File: src/design/rtc_pkg.sv
package rtc_pkg;

   localparam int MAX_TOGGLES_DEFAULT = 64;
   localparam int QUEUE_DEPTH = 2;

   localparam logic [1:0] OP_READ  = 2'd0;
   localparam logic [1:0] OP_WRITE = 2'd1;
   localparam logic [1:0] OP_TICK  = 2'd2;
   localparam logic [1:0] OP_NONE  = 2'd3;

   localparam logic [1:0] REG_MODE    = 2'd0;
   localparam logic [1:0] REG_CONTROL = 2'd1;
   localparam logic [1:0] REG_TIME    = 2'd2;
   localparam logic [1:0] REG_DATE    = 2'd3;

   localparam logic [1:0] CSR_RUN_THRESHOLD    = 2'd0;
   localparam logic [1:0] CSR_PAUSED_THRESHOLD = 2'd1;

   localparam logic [23:0] THRESHOLD_RESET = 24'd16384;
   localparam logic [31:0] TIME_RESET      = 32'h0400_0000;
   localparam logic [31:0] DATE_RESET      = 32'h0098_0101;

   typedef struct packed {
      logic [1:0]  op;
      logic [1:0]  reg_sel;
      logic [1:0]  lane;
      logic [7:0]  data;
      logic [15:0] cycles;
   } entry_type;

endpackage

File: src/design/bcd_rtc_with_register_port.sv
// a register access passes from the queue into the item register; its result is registered
// a tick first adds its cycles to the accumulator, then gives one result per cycle per toggle,
// held while the DAY_A and DAY_B states update the calendar when a second rolls over midnight
// the back end takes a new request only when idle, so it finishes each access or tick first
// a 2-entry request queue holds requests while the back end works; busy is high when it is full
// reset is synchronous; it restores the registers, clock and calendar and empties the queue
module bcd_rtc_with_register_port
   import rtc_pkg::*;
#(
   parameter int MAX_TOGGLES_PER_TICK = MAX_TOGGLES_DEFAULT
) (
   input  logic        clock,
   input  logic        reset,
   input  logic        start,
   output logic        busy,
   input  logic [1:0]  req_action,
   input  logic [3:0]  req_offset,
   input  logic [7:0]  req_write_byte,
   input  logic [15:0] req_cycles,
   output logic        rsp_valid,
   output logic [7:0]  rsp_read_data,
   output logic        rsp_int_level,
   output logic        rsp_toggled,
   output logic        rsp_last,
   input  logic        csr_valid,
   output logic        csr_ready,
   input  logic [1:0]  csr_index,
   input  logic [23:0] csr_data
);

   logic      q_full;
   logic      q_empty;
   logic      push;
   logic      pop;
   entry_type push_entry;
   entry_type pop_entry;

   assign csr_ready = 1'b1;

   rtc_front u_front (
      .start          (start),
      .busy           (busy),
      .req_action     (req_action),
      .req_offset     (req_offset),
      .req_write_byte (req_write_byte),
      .req_cycles     (req_cycles),
      .q_full         (q_full),
      .push           (push),
      .push_entry     (push_entry)
   );

   rtc_queue u_queue (
      .clock      (clock),
      .reset      (reset),
      .push       (push),
      .push_entry (push_entry),
      .pop        (pop),
      .pop_entry  (pop_entry),
      .full       (q_full),
      .empty      (q_empty)
   );

   rtc_back #(
      .MAX_TOGGLES_PER_TICK (MAX_TOGGLES_PER_TICK)
   ) u_back (
      .clock         (clock),
      .reset         (reset),
      .q_empty       (q_empty),
      .q_entry       (pop_entry),
      .pop           (pop),
      .csr_valid     (csr_valid),
      .csr_index     (csr_index),
      .csr_data      (csr_data),
      .rsp_valid     (rsp_valid),
      .rsp_read_data (rsp_read_data),
      .rsp_int_level (rsp_int_level),
      .rsp_toggled   (rsp_toggled),
      .rsp_last      (rsp_last)
   );

endmodule

File: src/design/rtc_front.sv
module rtc_front
   import rtc_pkg::*;
(
   input  logic        start,
   output logic        busy,
   input  logic [1:0]  req_action,
   input  logic [3:0]  req_offset,
   input  logic [7:0]  req_write_byte,
   input  logic [15:0] req_cycles,
   input  logic        q_full,
   output logic        push,
   output entry_type   push_entry
);

   always_comb begin
      push_entry.reg_sel = req_offset[3:2];
      push_entry.lane    = req_offset[1:0];
      push_entry.data    = req_write_byte;
      push_entry.cycles  = req_cycles;
      case (req_action)
         OP_READ: begin
            push_entry.op = OP_READ;
         end
         OP_WRITE: begin
            push_entry.op = OP_WRITE;
         end
         OP_TICK: begin
            push_entry.op = OP_TICK;
         end
         default: begin
            push_entry.op = OP_NONE;
         end
      endcase
   end

   assign busy = q_full;
   assign push = start & ~q_full;

endmodule

File: src/design/rtc_queue.sv
module rtc_queue
   import rtc_pkg::*;
(
   input  logic      clock,
   input  logic      reset,
   input  logic      push,
   input  entry_type push_entry,
   input  logic      pop,
   output entry_type pop_entry,
   output logic      full,
   output logic      empty
);

   localparam int PTR_W = (QUEUE_DEPTH > 1) ? $clog2(QUEUE_DEPTH) : 1;
   localparam int CNT_W = $clog2(QUEUE_DEPTH + 1);

   entry_type        mem_ff [QUEUE_DEPTH];
   logic [PTR_W-1:0] wr_ptr_ff, wr_ptr_in;
   logic [PTR_W-1:0] rd_ptr_ff, rd_ptr_in;
   logic [CNT_W-1:0] count_ff, count_in;

   assign full      = (count_ff == CNT_W'(QUEUE_DEPTH));
   assign empty     = (count_ff == '0);
   assign pop_entry = mem_ff[rd_ptr_ff];

   always_comb begin
      wr_ptr_in = wr_ptr_ff;
      rd_ptr_in = rd_ptr_ff;
      count_in  = count_ff;
      if (push) begin
         wr_ptr_in = (wr_ptr_ff == PTR_W'(QUEUE_DEPTH - 1)) ? '0 : wr_ptr_ff + PTR_W'(1);
      end
      if (pop) begin
         rd_ptr_in = (rd_ptr_ff == PTR_W'(QUEUE_DEPTH - 1)) ? '0 : rd_ptr_ff + PTR_W'(1);
      end
      if (push && !pop) begin
         count_in = count_ff + CNT_W'(1);
      end else if (pop && !push) begin
         count_in = count_ff - CNT_W'(1);
      end
   end

   always_ff @(posedge clock) begin
      if (reset) begin
         wr_ptr_ff <= '0;
         rd_ptr_ff <= '0;
         count_ff  <= '0;
      end else begin
         wr_ptr_ff <= wr_ptr_in;
         rd_ptr_ff <= rd_ptr_in;
         count_ff  <= count_in;
      end
   end

   always_ff @(posedge clock) begin
      if (push) begin
         mem_ff[wr_ptr_ff] <= push_entry;
      end
   end

endmodule

File: src/design/rtc_back.sv
module rtc_back
   import rtc_pkg::*;
#(
   parameter int MAX_TOGGLES_PER_TICK = MAX_TOGGLES_DEFAULT
) (
   input  logic        clock,
   input  logic        reset,
   input  logic        q_empty,
   input  entry_type   q_entry,
   output logic        pop,
   input  logic        csr_valid,
   input  logic [1:0]  csr_index,
   input  logic [23:0] csr_data,
   output logic        rsp_valid,
   output logic [7:0]  rsp_read_data,
   output logic        rsp_int_level,
   output logic        rsp_toggled,
   output logic        rsp_last
);

   localparam int CNT_W = (MAX_TOGGLES_PER_TICK > 1) ? $clog2(MAX_TOGGLES_PER_TICK) : 1;

   localparam logic [2:0] ST_IDLE  = 3'd0;
   localparam logic [2:0] ST_EXEC  = 3'd1;
   localparam logic [2:0] ST_LOOP  = 3'd2;
   localparam logic [2:0] ST_DAY_A = 3'd3;
   localparam logic [2:0] ST_DAY_B = 3'd4;

   localparam logic [2:0] FLD_SEC   = 3'd0;
   localparam logic [2:0] FLD_MIN   = 3'd1;
   localparam logic [2:0] FLD_HOUR  = 3'd2;
   localparam logic [2:0] FLD_WDAY  = 3'd3;
   localparam logic [2:0] FLD_DAY   = 3'd4;
   localparam logic [2:0] FLD_MONTH = 3'd5;
   localparam logic [2:0] FLD_YEAR  = 3'd6;

   typedef struct packed {
      logic        roll;
      logic [31:0] value;
   } sec_type;

   function automatic logic [31:0] wday_step(input logic [31:0] t_in);
      logic [31:0] t;
      t = t_in + 32'h0100_0000;
      if (t[27:24] == 4'h8) begin
         t = {t[31:28], 4'h1, t[23:0]};
      end
      return t;
   endfunction

   function automatic sec_type sec_step(input logic [31:0] t_in);
      sec_type r;
      r.roll  = 1'b0;
      r.value = t_in + 32'h1;
      if (r.value[3:0] == 4'hA) begin
         r.value = {r.value[31:4], 4'h0} + 32'h10;
         if (r.value[7:0] == 8'h60) begin
            r.value = {r.value[31:8], 8'h00} + 32'h100;
            if (r.value[11:8] == 4'hA) begin
               r.value = {r.value[31:12], 4'h0, r.value[7:0]} + 32'h1000;
               if (r.value[15:8] == 8'h60) begin
                  r.value = {r.value[31:16], 8'h00, r.value[7:0]} + 32'h1_0000;
                  if (r.value[23:16] == 8'h24) begin
                     r.value = wday_step({r.value[31:24], 8'h00, r.value[15:0]});
                     r.roll  = 1'b1;
                  end else if (r.value[19:16] == 4'hA) begin
                     r.value = {r.value[31:20], 4'h0, r.value[15:0]} + 32'h10_0000;
                  end
               end
            end
         end
      end
      return r;
   endfunction

   function automatic logic [31:0] field_time(input logic [2:0] sel, input logic [31:0] t_in);
      logic [31:0] t;
      t = t_in;
      case (sel)
         FLD_SEC: begin
            t = t + 32'h1;
            if (t[3:0] == 4'hA) begin
               t = {t[31:4], 4'h0} + 32'h10;
               if (t[7:0] == 8'h60) t = {t[31:8], 8'h00};
            end
         end
         FLD_MIN: begin
            t = t + 32'h100;
            if (t[11:8] == 4'hA) begin
               t = {t[31:12], 4'h0, t[7:0]} + 32'h1000;
               if (t[15:8] == 8'h60) t = {t[31:16], 8'h00, t[7:0]};
            end
         end
         FLD_HOUR: begin
            t = t + 32'h1_0000;
            if (t[23:16] == 8'h24) begin
               t = {t[31:24], 8'h00, t[15:0]};
            end else if (t[19:16] == 4'hA) begin
               t = {t[31:20], 4'h0, t[15:0]} + 32'h10_0000;
            end
         end
         FLD_WDAY: begin
            t = wday_step(t);
         end
         default: begin
            t = t_in;
         end
      endcase
      return t;
   endfunction

   function automatic logic [31:0] field_date(input logic [2:0] sel, input logic [31:0] d_in);
      logic [31:0] d;
      d = d_in;
      case (sel)
         FLD_DAY: begin
            d = d + 32'h1;
            if (d[7:0] == 8'h32) begin
               d = {d[31:8], 8'h00};
            end else if (d[3:0] == 4'hA) begin
               d = {d[31:4], 4'h0} + 32'h10;
            end
         end
         FLD_MONTH: begin
            d = d + 32'h100;
            if (d[15:8] == 8'h13) begin
               d = {d[31:8], 8'h01};
            end else if (d[11:8] == 4'hA) begin
               d = {d[31:12], 4'h0, d[7:0]} + 32'h1000;
            end
         end
         FLD_YEAR: begin
            d = d + 32'h1_0000;
            if (d[19:16] == 4'hA) begin
               d = {d[31:20], 4'h0, d[15:0]} + 32'h10_0000;
               if (d[23:20] == 4'hA) d = {d[31:24], 8'h00, d[15:0]};
            end
         end
         default: begin
            d = d_in;
         end
      endcase
      return d;
   endfunction

   function automatic logic [7:0] bcd_dec(input logic [7:0] b);
      return {1'b0, b[7:4], 3'b000} + {3'b000, b[7:4], 1'b0} + {4'h0, b[3:0]};
   endfunction

   function automatic logic [7:0] bcd_enc(input logic [7:0] v);
      logic [15:0] p;
      logic [4:0]  q;
      logic [7:0]  r;
      p = {8'h00, v} * 16'd205;
      q = p[15:11];
      r = v - ({3'b000, q} * 8'd10);
      return {q[3:0], r[3:0]};
   endfunction

   function automatic logic [7:0] month_len(input logic [7:0] m, input logic [7:0] y);
      logic [7:0] len;
      case (m)
         8'd2:    len = (y[1:0] == 2'b00) ? 8'd29 : 8'd28;
         8'd4:    len = 8'd30;
         8'd6:    len = 8'd30;
         8'd9:    len = 8'd30;
         8'd11:   len = 8'd30;
         default: len = 8'd31;
      endcase
      return len;
   endfunction

   logic [2:0]       state_ff, state_in;
   entry_type        item_ff, item_in;
   logic [31:0]      mode_ff, mode_in;
   logic [7:0]       control_ff, control_in;
   logic [31:0]      time_ff, time_in;
   logic [31:0]      date_ff, date_in;
   logic [31:0]      acc_ff, acc_in;
   logic             irq_ff, irq_in;
   logic [CNT_W-1:0] cnt_ff, cnt_in;
   logic             done_ff, done_in;
   logic [23:0]      run_th_ff, run_th_in;
   logic [23:0]      pause_th_ff, pause_th_in;
   logic [7:0]       nd_ff, nd_in;
   logic [7:0]       nm_ff, nm_in;
   logic [7:0]       ny_ff, ny_in;
   logic             rsp_valid_ff, rsp_valid_in;
   logic [7:0]       rsp_data_ff, rsp_data_in;
   logic             rsp_irq_ff, rsp_irq_in;
   logic             rsp_tog_ff, rsp_tog_in;
   logic             rsp_last_ff, rsp_last_in;

   logic [31:0] reg_view;
   logic [32:0] acc_sum;
   logic [23:0] th;
   logic        hit;
   logic        hit2;
   logic        last_tog;
   logic        irq_new;
   logic        fld_ok;
   sec_type     sec;
   logic [7:0]  dd, dm, dy;
   logic [7:0]  d_inc, m_inc, y_inc;
   logic        day_wrap;

   always_comb begin
      case (item_ff.reg_sel)
         REG_MODE:    reg_view = mode_ff;
         REG_CONTROL: reg_view = {24'h0, control_ff};
         REG_TIME:    reg_view = time_ff;
         default:     reg_view = date_ff;
      endcase
   end

   assign acc_sum  = {1'b0, acc_ff} + {17'h0, item_ff.cycles};
   assign th       = mode_ff[0] ? pause_th_ff : run_th_ff;
   assign hit      = (acc_ff >= {8'h00, th});
   assign hit2     = (acc_ff >= {7'h00, th, 1'b0});
   assign last_tog = (cnt_ff == CNT_W'(MAX_TOGGLES_PER_TICK - 1)) || !hit2;
   assign irq_new  = ~irq_ff;
   assign fld_ok   = (mode_ff[31:4] == 28'h0) && (mode_ff[3:1] != 3'd7);
   assign sec      = sec_step(time_ff);

   assign dd       = bcd_dec(date_ff[7:0]);
   assign dm       = bcd_dec(date_ff[15:8]);
   assign dy       = bcd_dec(date_ff[23:16]);
   assign d_inc    = dd + 8'd1;
   assign m_inc    = dm + 8'd1;
   assign y_inc    = (dy + 8'd1 >= 8'd100) ? dy + 8'd1 - 8'd100 : dy + 8'd1;
   assign day_wrap = (d_inc > month_len(dm, dy));

   always_comb begin
      state_in     = state_ff;
      item_in      = item_ff;
      mode_in      = mode_ff;
      control_in   = control_ff;
      time_in      = time_ff;
      date_in      = date_ff;
      acc_in       = acc_ff;
      irq_in       = irq_ff;
      cnt_in       = cnt_ff;
      done_in      = done_ff;
      run_th_in    = run_th_ff;
      pause_th_in  = pause_th_ff;
      nd_in        = nd_ff;
      nm_in        = nm_ff;
      ny_in        = ny_ff;
      rsp_valid_in = 1'b0;
      rsp_data_in  = 8'h00;
      rsp_irq_in   = irq_ff;
      rsp_tog_in   = 1'b0;
      rsp_last_in  = 1'b1;
      pop          = 1'b0;

      if (csr_valid) begin
         if (csr_index == CSR_RUN_THRESHOLD) run_th_in = csr_data;
         if (csr_index == CSR_PAUSED_THRESHOLD) pause_th_in = csr_data;
      end

      case (state_ff)
         ST_IDLE: begin
            if (!q_empty) begin
               pop      = 1'b1;
               item_in  = q_entry;
               state_in = ST_EXEC;
            end
         end
         ST_EXEC: begin
            case (item_ff.op)
               OP_READ: begin
                  rsp_valid_in = 1'b1;
                  rsp_data_in  = reg_view[{item_ff.lane, 3'b000} +: 8];
                  state_in     = ST_IDLE;
               end
               OP_WRITE: begin
                  rsp_valid_in = 1'b1;
                  state_in     = ST_IDLE;
                  case (item_ff.reg_sel)
                     REG_MODE: begin
                        mode_in[{item_ff.lane, 3'b000} +: 8] = item_ff.data;
                     end
                     REG_TIME: begin
                        time_in[{item_ff.lane, 3'b000} +: 8] = item_ff.data;
                     end
                     REG_DATE: begin
                        date_in[{item_ff.lane, 3'b000} +: 8] = item_ff.data;
                     end
                     default: begin
                        if (item_ff.lane == 2'd0) begin
                           if (control_ff == 8'd1 && item_ff.data == 8'd1) begin
                              if (fld_ok) begin
                                 time_in = field_time(mode_ff[3:1], time_ff);
                                 date_in = field_date(mode_ff[3:1], date_ff);
                              end
                              control_in = 8'd0;
                           end else if (control_ff == 8'd0) begin
                              control_in = item_ff.data;
                           end
                        end
                     end
                  endcase
               end
               OP_TICK: begin
                  acc_in   = acc_sum[32] ? 32'hFFFF_FFFF : acc_sum[31:0];
                  cnt_in   = '0;
                  state_in = ST_LOOP;
               end
               default: begin
                  rsp_valid_in = 1'b1;
                  state_in     = ST_IDLE;
               end
            endcase
         end
         ST_LOOP: begin
            rsp_valid_in = 1'b1;
            if (!hit) begin
               state_in = ST_IDLE;
            end else begin
               acc_in      = acc_ff - {8'h00, th};
               irq_in      = irq_new;
               rsp_irq_in  = irq_new;
               rsp_tog_in  = 1'b1;
               rsp_last_in = last_tog;
               cnt_in      = cnt_ff + CNT_W'(1);
               done_in     = last_tog;
               state_in    = last_tog ? ST_IDLE : ST_LOOP;
               if (!mode_ff[0] && !irq_new) begin
                  time_in = sec.value;
                  if (sec.roll) state_in = ST_DAY_A;
               end
            end
         end
         ST_DAY_A: begin
            nd_in = day_wrap ? 8'd1 : d_inc;
            nm_in = dm;
            ny_in = dy;
            if (day_wrap) begin
               if (m_inc > 8'd12) begin
                  nm_in = 8'd1;
                  ny_in = y_inc;
               end else begin
                  nm_in = m_inc;
               end
            end
            state_in = ST_DAY_B;
         end
         ST_DAY_B: begin
            date_in  = {date_ff[31:24], bcd_enc(ny_ff), bcd_enc(nm_ff), bcd_enc(nd_ff)};
            state_in = done_ff ? ST_IDLE : ST_LOOP;
         end
         default: begin
            state_in = ST_IDLE;
         end
      endcase
   end

   always_ff @(posedge clock) begin
      if (reset) begin
         state_ff     <= ST_IDLE;
         mode_ff      <= '0;
         control_ff   <= '0;
         time_ff      <= TIME_RESET;
         date_ff      <= DATE_RESET;
         acc_ff       <= '0;
         irq_ff       <= 1'b0;
         cnt_ff       <= '0;
         done_ff      <= 1'b0;
         run_th_ff    <= THRESHOLD_RESET;
         pause_th_ff  <= THRESHOLD_RESET;
         rsp_valid_ff <= 1'b0;
      end else begin
         state_ff     <= state_in;
         mode_ff      <= mode_in;
         control_ff   <= control_in;
         time_ff      <= time_in;
         date_ff      <= date_in;
         acc_ff       <= acc_in;
         irq_ff       <= irq_in;
         cnt_ff       <= cnt_in;
         done_ff      <= done_in;
         run_th_ff    <= run_th_in;
         pause_th_ff  <= pause_th_in;
         rsp_valid_ff <= rsp_valid_in;
      end
   end

   always_ff @(posedge clock) begin
      item_ff     <= item_in;
      nd_ff       <= nd_in;
      nm_ff       <= nm_in;
      ny_ff       <= ny_in;
      rsp_data_ff <= rsp_data_in;
      rsp_irq_ff  <= rsp_irq_in;
      rsp_tog_ff  <= rsp_tog_in;
      rsp_last_ff <= rsp_last_in;
   end

   assign rsp_valid     = rsp_valid_ff;
   assign rsp_read_data = rsp_data_ff;
   assign rsp_int_level = rsp_irq_ff;
   assign rsp_toggled   = rsp_tog_ff;
   assign rsp_last      = rsp_last_ff;

endmodule
File: config.mk
export PLATFORM = sky130hd
export DESIGN_NAME = bcd_rtc_with_register_port
export DESIGN_NICKNAME = d
export VERILOG_FILES = /design/src/design/rtc_pkg.sv /design/src/design/bcd_rtc_with_register_port.sv /design/src/design/rtc_front.sv /design/src/design/rtc_queue.sv /design/src/design/rtc_back.sv
export SDC_FILE = /design/constraint.sdc
export NUM_CORES = 2
export LEC_CHECK = 0
export BUFFER_PORTS_ARGS = -buffer_cell sky130_fd_sc_hd__buf_4
export CORE_ASPECT_RATIO = 0.9
export CORE_MARGIN = 2
export CORE_UTILIZATION = 50
export DETAILED_ROUTE_END_ITERATION = 10
export MAX_ROUTING_LAYER = met4
export PLACE_DENSITY_LB_ADDON = 0.1
export SETUP_SLACK_MARGIN = 0.5
export SLEW_MARGIN = 0
export SYNTH_ARGS = -nofsm -noshare
export SYNTH_HDL_FRONTEND = slang
export SYNTH_SLANG_ARGS = --single-unit
File: constraint.sdc
create_clock -name clock -period 16 [get_ports clock]
set_input_delay 3.2 -clock clock [delete_from_list [all_inputs] [get_ports clock]]
set_output_delay 3.2 -clock clock [all_outputs]
set_load 0.01 [all_outputs]
Word level (Yosys, flattened, before mapping). Memory sizes are Yosys's and may differ from the RTL's. A register that Yosys moved wholly into a read port is not among the register bits. Cells that the tools add are included.

Register bits: 235. Bits in writable memories: 60. Input bits: 60. Output and inout port bits: 14. Word-level logic and storage cells: 269. Memories: 1.

Memories: u_queue.mem_ff (depth 2, width 30, rd ports 1, clocked after Yosys merged registers in 1, wr ports 1, line rtc_queue.sv:17) `entry_type mem_ff [QUEUE_DEPTH];`.

Add/sub/neg operators: 39. $mul: 6. $lt $le $gt $ge: 5. Equal/unequal tests: 61. Shifts and indexed selects: 3. Muxes and demuxes: 80. Bitwise logic cells: 7. Reduce and logical (&&, ||, !) cells: 44.

Operators with widths (count): two-way mux 32 bit (24); case mux 32 bit (2 select lines) (5); case mux 32 bit (3 select lines) (2); two-way mux 33 bit (4); case mux 32 bit (4 select lines) (1); adder 32 x 13 -> 32 bit (second input constant) (3); adder 32 x 17 -> 32 bit (second input constant) (3); adder 32 x 21 -> 32 bit (second input constant) (3); adder 32 x 9 -> 32 bit (second input constant) (3); bitwise mux 32 bit (3); adder 32 x 1 -> 32 bit (second input constant) (2); adder 32 x 25 -> 32 bit (second input constant) (2); adder 32 x 5 -> 32 bit (second input constant) (2); two-way mux 8 bit (8); two-way mux 28 bit (2); multiplier 8 x 8 -> 16 bit (second input constant) (3); two-way mux 24 bit (2); == test 4 bit (second input constant) (11); adder 32 x 16 -> 33 bit (1); greater-or-equal comparator 32 x 24 -> 1 bit (1); greater-or-equal comparator 32 x 25 -> 1 bit (1); variable shift 8 x 7 -> 32 bit (first input constant) (1); variable part select 32 x 6 -> 8 bit (1); variable part select 8 x 7 -> 32 bit (1); 64 further kinds (156).

Depth between registers and ports, before layout.
Depth in word-level cells: 17. Gate-level depth with buffers: 36. Gate-level depth less buffers: 33.

Hierarchy. A second synthesis with hierarchy kept.

Cells, all modules: 3879. Area, all modules: 31199.9 µm².

By module, submodules not included: rtc_back (instances 1, cells each 3730, area each 28587.4 µm², seq. area each 5765.5 µm²); rtc_queue (instances 1, cells each 115, area each 2362.3 µm², seq. area each 1901.8 µm²); rtc_front (instances 1, cells each 32, area each 239.0 µm², seq. area each 0.0 µm²); bcd_rtc_with_register_port (instances 1, cells each 2, area each 11.3 µm², seq. area each 0.0 µm²).

Worst setup path before layout. OpenSTA, ideal clock, no wires.

Path kind: reg2reg. Start point: register u_back.time_ff[0]. End point: register u_back.time_ff[28]. Library setup time: 0.127 ns. Data arrival time: 7.062 ns. Data required time: 15.873 ns. Setup slack: 8.811 ns. Cell stages (with the launch flop): 34. Buffers on the path: 3. Clock period less this slack: 7.189 ns. Path through: dfxtp_1 -> ha_1 -> clkbuf_1 -> nand3_1 -> xor2_1 -> inv_1 -> ha_1 -> o221a_2 -> xnor2_2 -> ha_1 -> nor4b_1 -> o211ai_2 -> or4_4 -> xor2_1 -> or3_1 -> clkbuf_1 -> xor2_1 -> ha_1 -> nand2_1 -> o32a_1 -> nand3_1 -> xnor2_1 -> inv_1 -> ha_1 -> nand2_1 -> or4_1 -> or3_1 -> buf_6 -> o32ai_4 -> nor3b_2 -> o21ai_1 -> xnor2_1 -> o21ai_1 -> o21ai_1.

Longest elaborated chain between the ends: 15. Elaborated cells on any way between the ends: 40. Those cells by class: 12 x add/sub; 9 x eq/ne; 19 x mux.

RTL lines: start: declaration (line rtc_back.sv:177) `logic [31:0] time_ff, time_in;`; start signal: assignment (line rtc_back.sv:376) `time_ff <= time_in;`; adder 32 x 1 -> 32 bit (line rtc_back.sv:54, rtc_back.sv:81); adder 32 x 5 -> 32 bit (line rtc_back.sv:56, rtc_back.sv:83); adder 32 x 9 -> 32 bit (line rtc_back.sv:58) `r.value = {r.value[31:8], 8'h00} + 32'h100;`; adder 32 x 13 -> 32 bit (line rtc_back.sv:60) `r.value = {r.value[31:12], 4'h0, r.value[7:0]} + 32'h1000;`; adder 32 x 17 -> 32 bit (line rtc_back.sv:62) `r.value = {r.value[31:16], 8'h00, r.value[7:0]} + 32'h1_0000;`; adder 32 x 21 -> 32 bit or == test 4 bit (tied branches) (line rtc_back.sv:67, rtc_back.sv:66); two-way mux 32 bit (line rtc_back.sv:66) `end else if (r.value[19:16] == 4'hA) begin`; two-way mux 32 bit (line rtc_back.sv:63) `if (r.value[23:16] == 8'h24) begin`; two-way mux 33 bit (line rtc_back.sv:61) `if (r.value[15:8] == 8'h60) begin`; two-way mux 33 bit (line rtc_back.sv:59) `if (r.value[11:8] == 4'hA) begin`; two-way mux 33 bit (line rtc_back.sv:57) `if (r.value[7:0] == 8'h60) begin`; two-way mux 33 bit (line rtc_back.sv:55) `if (r.value[3:0] == 4'hA) begin`; two-way mux 32 bit (line rtc_back.sv:328) `if (!mode_ff[0] && !irq_new) begin`; two-way mux 32 bit (line rtc_back.sv:317) `if (!hit) begin`; case mux 32 bit (2 select lines) * (line rtc_back.sv:261) `case (state_ff)`.

Every way passes the cells marked *; elsewhere a longest branch is shown, timed or not. The select of a mux whose other input is x is not followed. A chain may end at the register's enable or synchronous reset.

Worst setup path after layout.
Start point: register u_back.time_ff[0]. End point: register u_back.time_ff[31].

Same word-level chain as after synthesis.

==> qor.txt <==
status: finished, final reports clean
Die Y: 239 um
via density per instance: 6.20
CTS Sinks: 325
Final Max Slew Viols: 0
CTS Root Cell: clkbuf_16
drt drc: 0
Ys Warns: 0
Final nets: 4147
GR Util met2: 46.3%
synth-to-layout area growth: 7.98%
worst setup margin: 7.08 ns
final core occ: 54.4%
global route hottest layer: met2
MaxCap Viol Count: 0
met3 Usage GRT: 4.02%
overall power: 3.03 mW
cell mode on critical path: ha_1
Global Route Usage Sum: 31.1%
Max IR drop VDD: 0.104 mV
post-layout min period: 8.92 ns
leading post-synthesis cells by cell area: dfxtp_1 14%, edfxtp_1 11%, ha_1 11%
Ports: 74
fill count: 5884
ANT cells: 0
sequential share of the synthesized area: 24.9%
clock skew: 0.0188 ns
worst min path class: reg -> reg
total wire length: 97700 um
vias: 28500
first-pass GRT wire length: 153000 um
Slowest Stage Delay on Critical Path: 0.82 ns
GPL Wtd Cong: 1.00
Post-Syn Area: 30700 um2
Synth cell types: 110
Worst EP required: 16.47 ns
Reg clk slew, reported paths: 0.06 ns
H-tree depth: 2
PwrDens: 91.4 nW/um2
die area: 63300 um2
top cell type's share of synthesized area: 13.8%
largest net degree at the start of global routing: 85
antenna viol nets, final: 0
most frequent cells in the layout: 430 x nand2_1, 313 x nor2_1, 266 x ha_1
dpl ws: 7.29 ns
Fmax: 112 MHz
Pleak: 12.6 nW
Final TNS setup: 0 ns
port bufs: 72
post-cts hold buffer count: 0
slowest cell on the critical path: nor3_1
CTS tree: yes
vias in the first global route: 26400
first-pass iteration count of the detailed router: 8
initial core utilization: 50.4%
unrepaired setup endpoints after global routing: false
post-cts resize count: 0
initial antenna violation count: 0
relative slew slack: 14.1%
Rows: 86
main flop type after synthesis: dfxtp_1
Final Setup Violations: 0
core area: 60900 um2
Die W: 265 um
crit path DAT: 9.39 ns
Inserted Clock Buffers: 38
DR WL/cell: 21.3 um
post-CTS setup buffer count: 0
GR Overflow Total: 0
Clock Latency Late Sink: 0.59 ns
Detailed Route Iter0 Violations: 3111
Synth async-reset ratio: 0%
crit path kind: reg -> reg
final std cells w/o fill: 4596
worst-path fanout max: 12
post-synthesis cell count: 3829
Yosys reg bits: 325
placed insts: 4528
crit share post-route: 55.8%
Yosys top cell by area: dfxtp_1
most common cell after layout, fill and taps aside: nand2_1
Worst-Margin Slew: 1.28 ns
Startpoint Class: register
DP HPWL: 71900 um
CP endpoint kind: register
Hold Vio Cnt, Final: 0
clk buf depth: 3
met1 Use GR: 44.2%
share of cells above drive strength 1: 8.52%
number of flops mapped to enable cells by yosys: 114
Avg Inst Size Synth: 8.01 um2
[metal layers]
metal  share of wire [%]  wire (um)  vias to the layer above
met5                   0          0                        -
met4                 2.8       2730                        0
met3                 7.6       7440                      187
met2                  43      42100                     1132
met1                  47      45500                    13500
li1                    -          -                    13600
[state kept, by name (all words and copies together) (netlist names), 24 cells and up]
signal and cells:
u_back.time_ff 32, u_back.acc_ff 32, u_back.date_ff 32, u_back.mode_ff 32
u_back.item_ff 30, u_back.run_th_ff 24, u_back.pause_th_ff 24, u_queue.mem_ff 60
[layout make-up]
| class | count | area (um2) | share of cell area (%) |
|---|---|---|---|
| multi-input cells | 3058 | 21300 | 64.4 |
| flip-flops and latches | 325 | 7650 | 23.1 |
| clock buffers | 46 | 1050 | 3.18 |
| repair buffers | 132 | 995 | 3.00 |
| well taps | 792 | 991 | 2.99 |
| inverters | 221 | 830 | 2.51 |
| clock inverters | 22 | 265 | 0.801 |
[kinds of logic after synthesis]
group,after synthesis,synth area share [%]
flops,325,24.9
buf+inv,448,5.66
xor+xnor,374,10.8
mux,103,3.69
other cells,2,0.0245
compound gates,884,19.1
fa+ha+maj,312,13.8
simple gates,1381,22.0
[synth_stat cells (24+ instances only)]
master    count
nor4_1       41
nand3_1     135
xor2_1      141
or3_1        30
inv_1       221
edfxtp_1    114
o31ai_1      25
nand2b_1     25
fa_1         44
or2_2        24
nand2_1     430
xnor2_1     229
a211oi_1     53
a21o_1       41
clkbuf_1    187
nor2b_1      38
and3_1       56
a221oi_1     42
a21oi_1     263
nor2_1      316
nand4_1      41
dfxtp_1     211
and2_1       30
o22ai_1      32
a31oi_1      33
o21ai_0     162
mux2_2       41
ha_1        267
o211ai_1     24
mux2i_1      58
nor3_1      110
[path summary, 6_finish.rpt]
| kind | from | endpoint | slack, ns | cells past startpoint |
|---|---|---|---|---|
| worst min register to register | u_back.run_th_ff[0] | u_back.run_th_ff[0] | 0.45 | 2 |
| worst max-delay path | u_back.time_ff[0] | u_back.time_ff[31] | 7.08 | 31 |
| worst min-delay path | u_back.run_th_ff[0] | u_back.run_th_ff[0] | 0.45 | 2 |
| worst max register to register | u_back.time_ff[0] | u_back.time_ff[31] | 7.08 | 31 |
[power breakdown]
| part | total [mW] | internal, mW | switching (mW) |
|---|---|---|---|
| registers | 1.04 | 0.965 | 0.0731 |
| logic | 1.06 | 0.359 | 0.704 |
| clock network | 0.925 | 0.540 | 0.385 |
[metrics by stage]
| stage | instance area, um2 | hold slack (ns) |
|---|---|---|
| floorplan | 30700 | 0.433 |
| global placement | 31800 | 0.443 |
| detailed placement | 31800 | 0.446 |
| CTS | 33100 | 0.455 |
| global route | 33100 | 0.471 |
| finish | 33100 | 0.452 |
[critical path, delay by kind of cell (launching register included)]
family	cells	cell delay [ns]
compound gates	7	1.47
xor+xnor	4	1.27
fa+ha+maj	6	1.86
buf+inv	2	0.20
flops	1	0.58
mux	2	0.51
simple gates	10	2.90
Power figures use the tool's default switching activity.
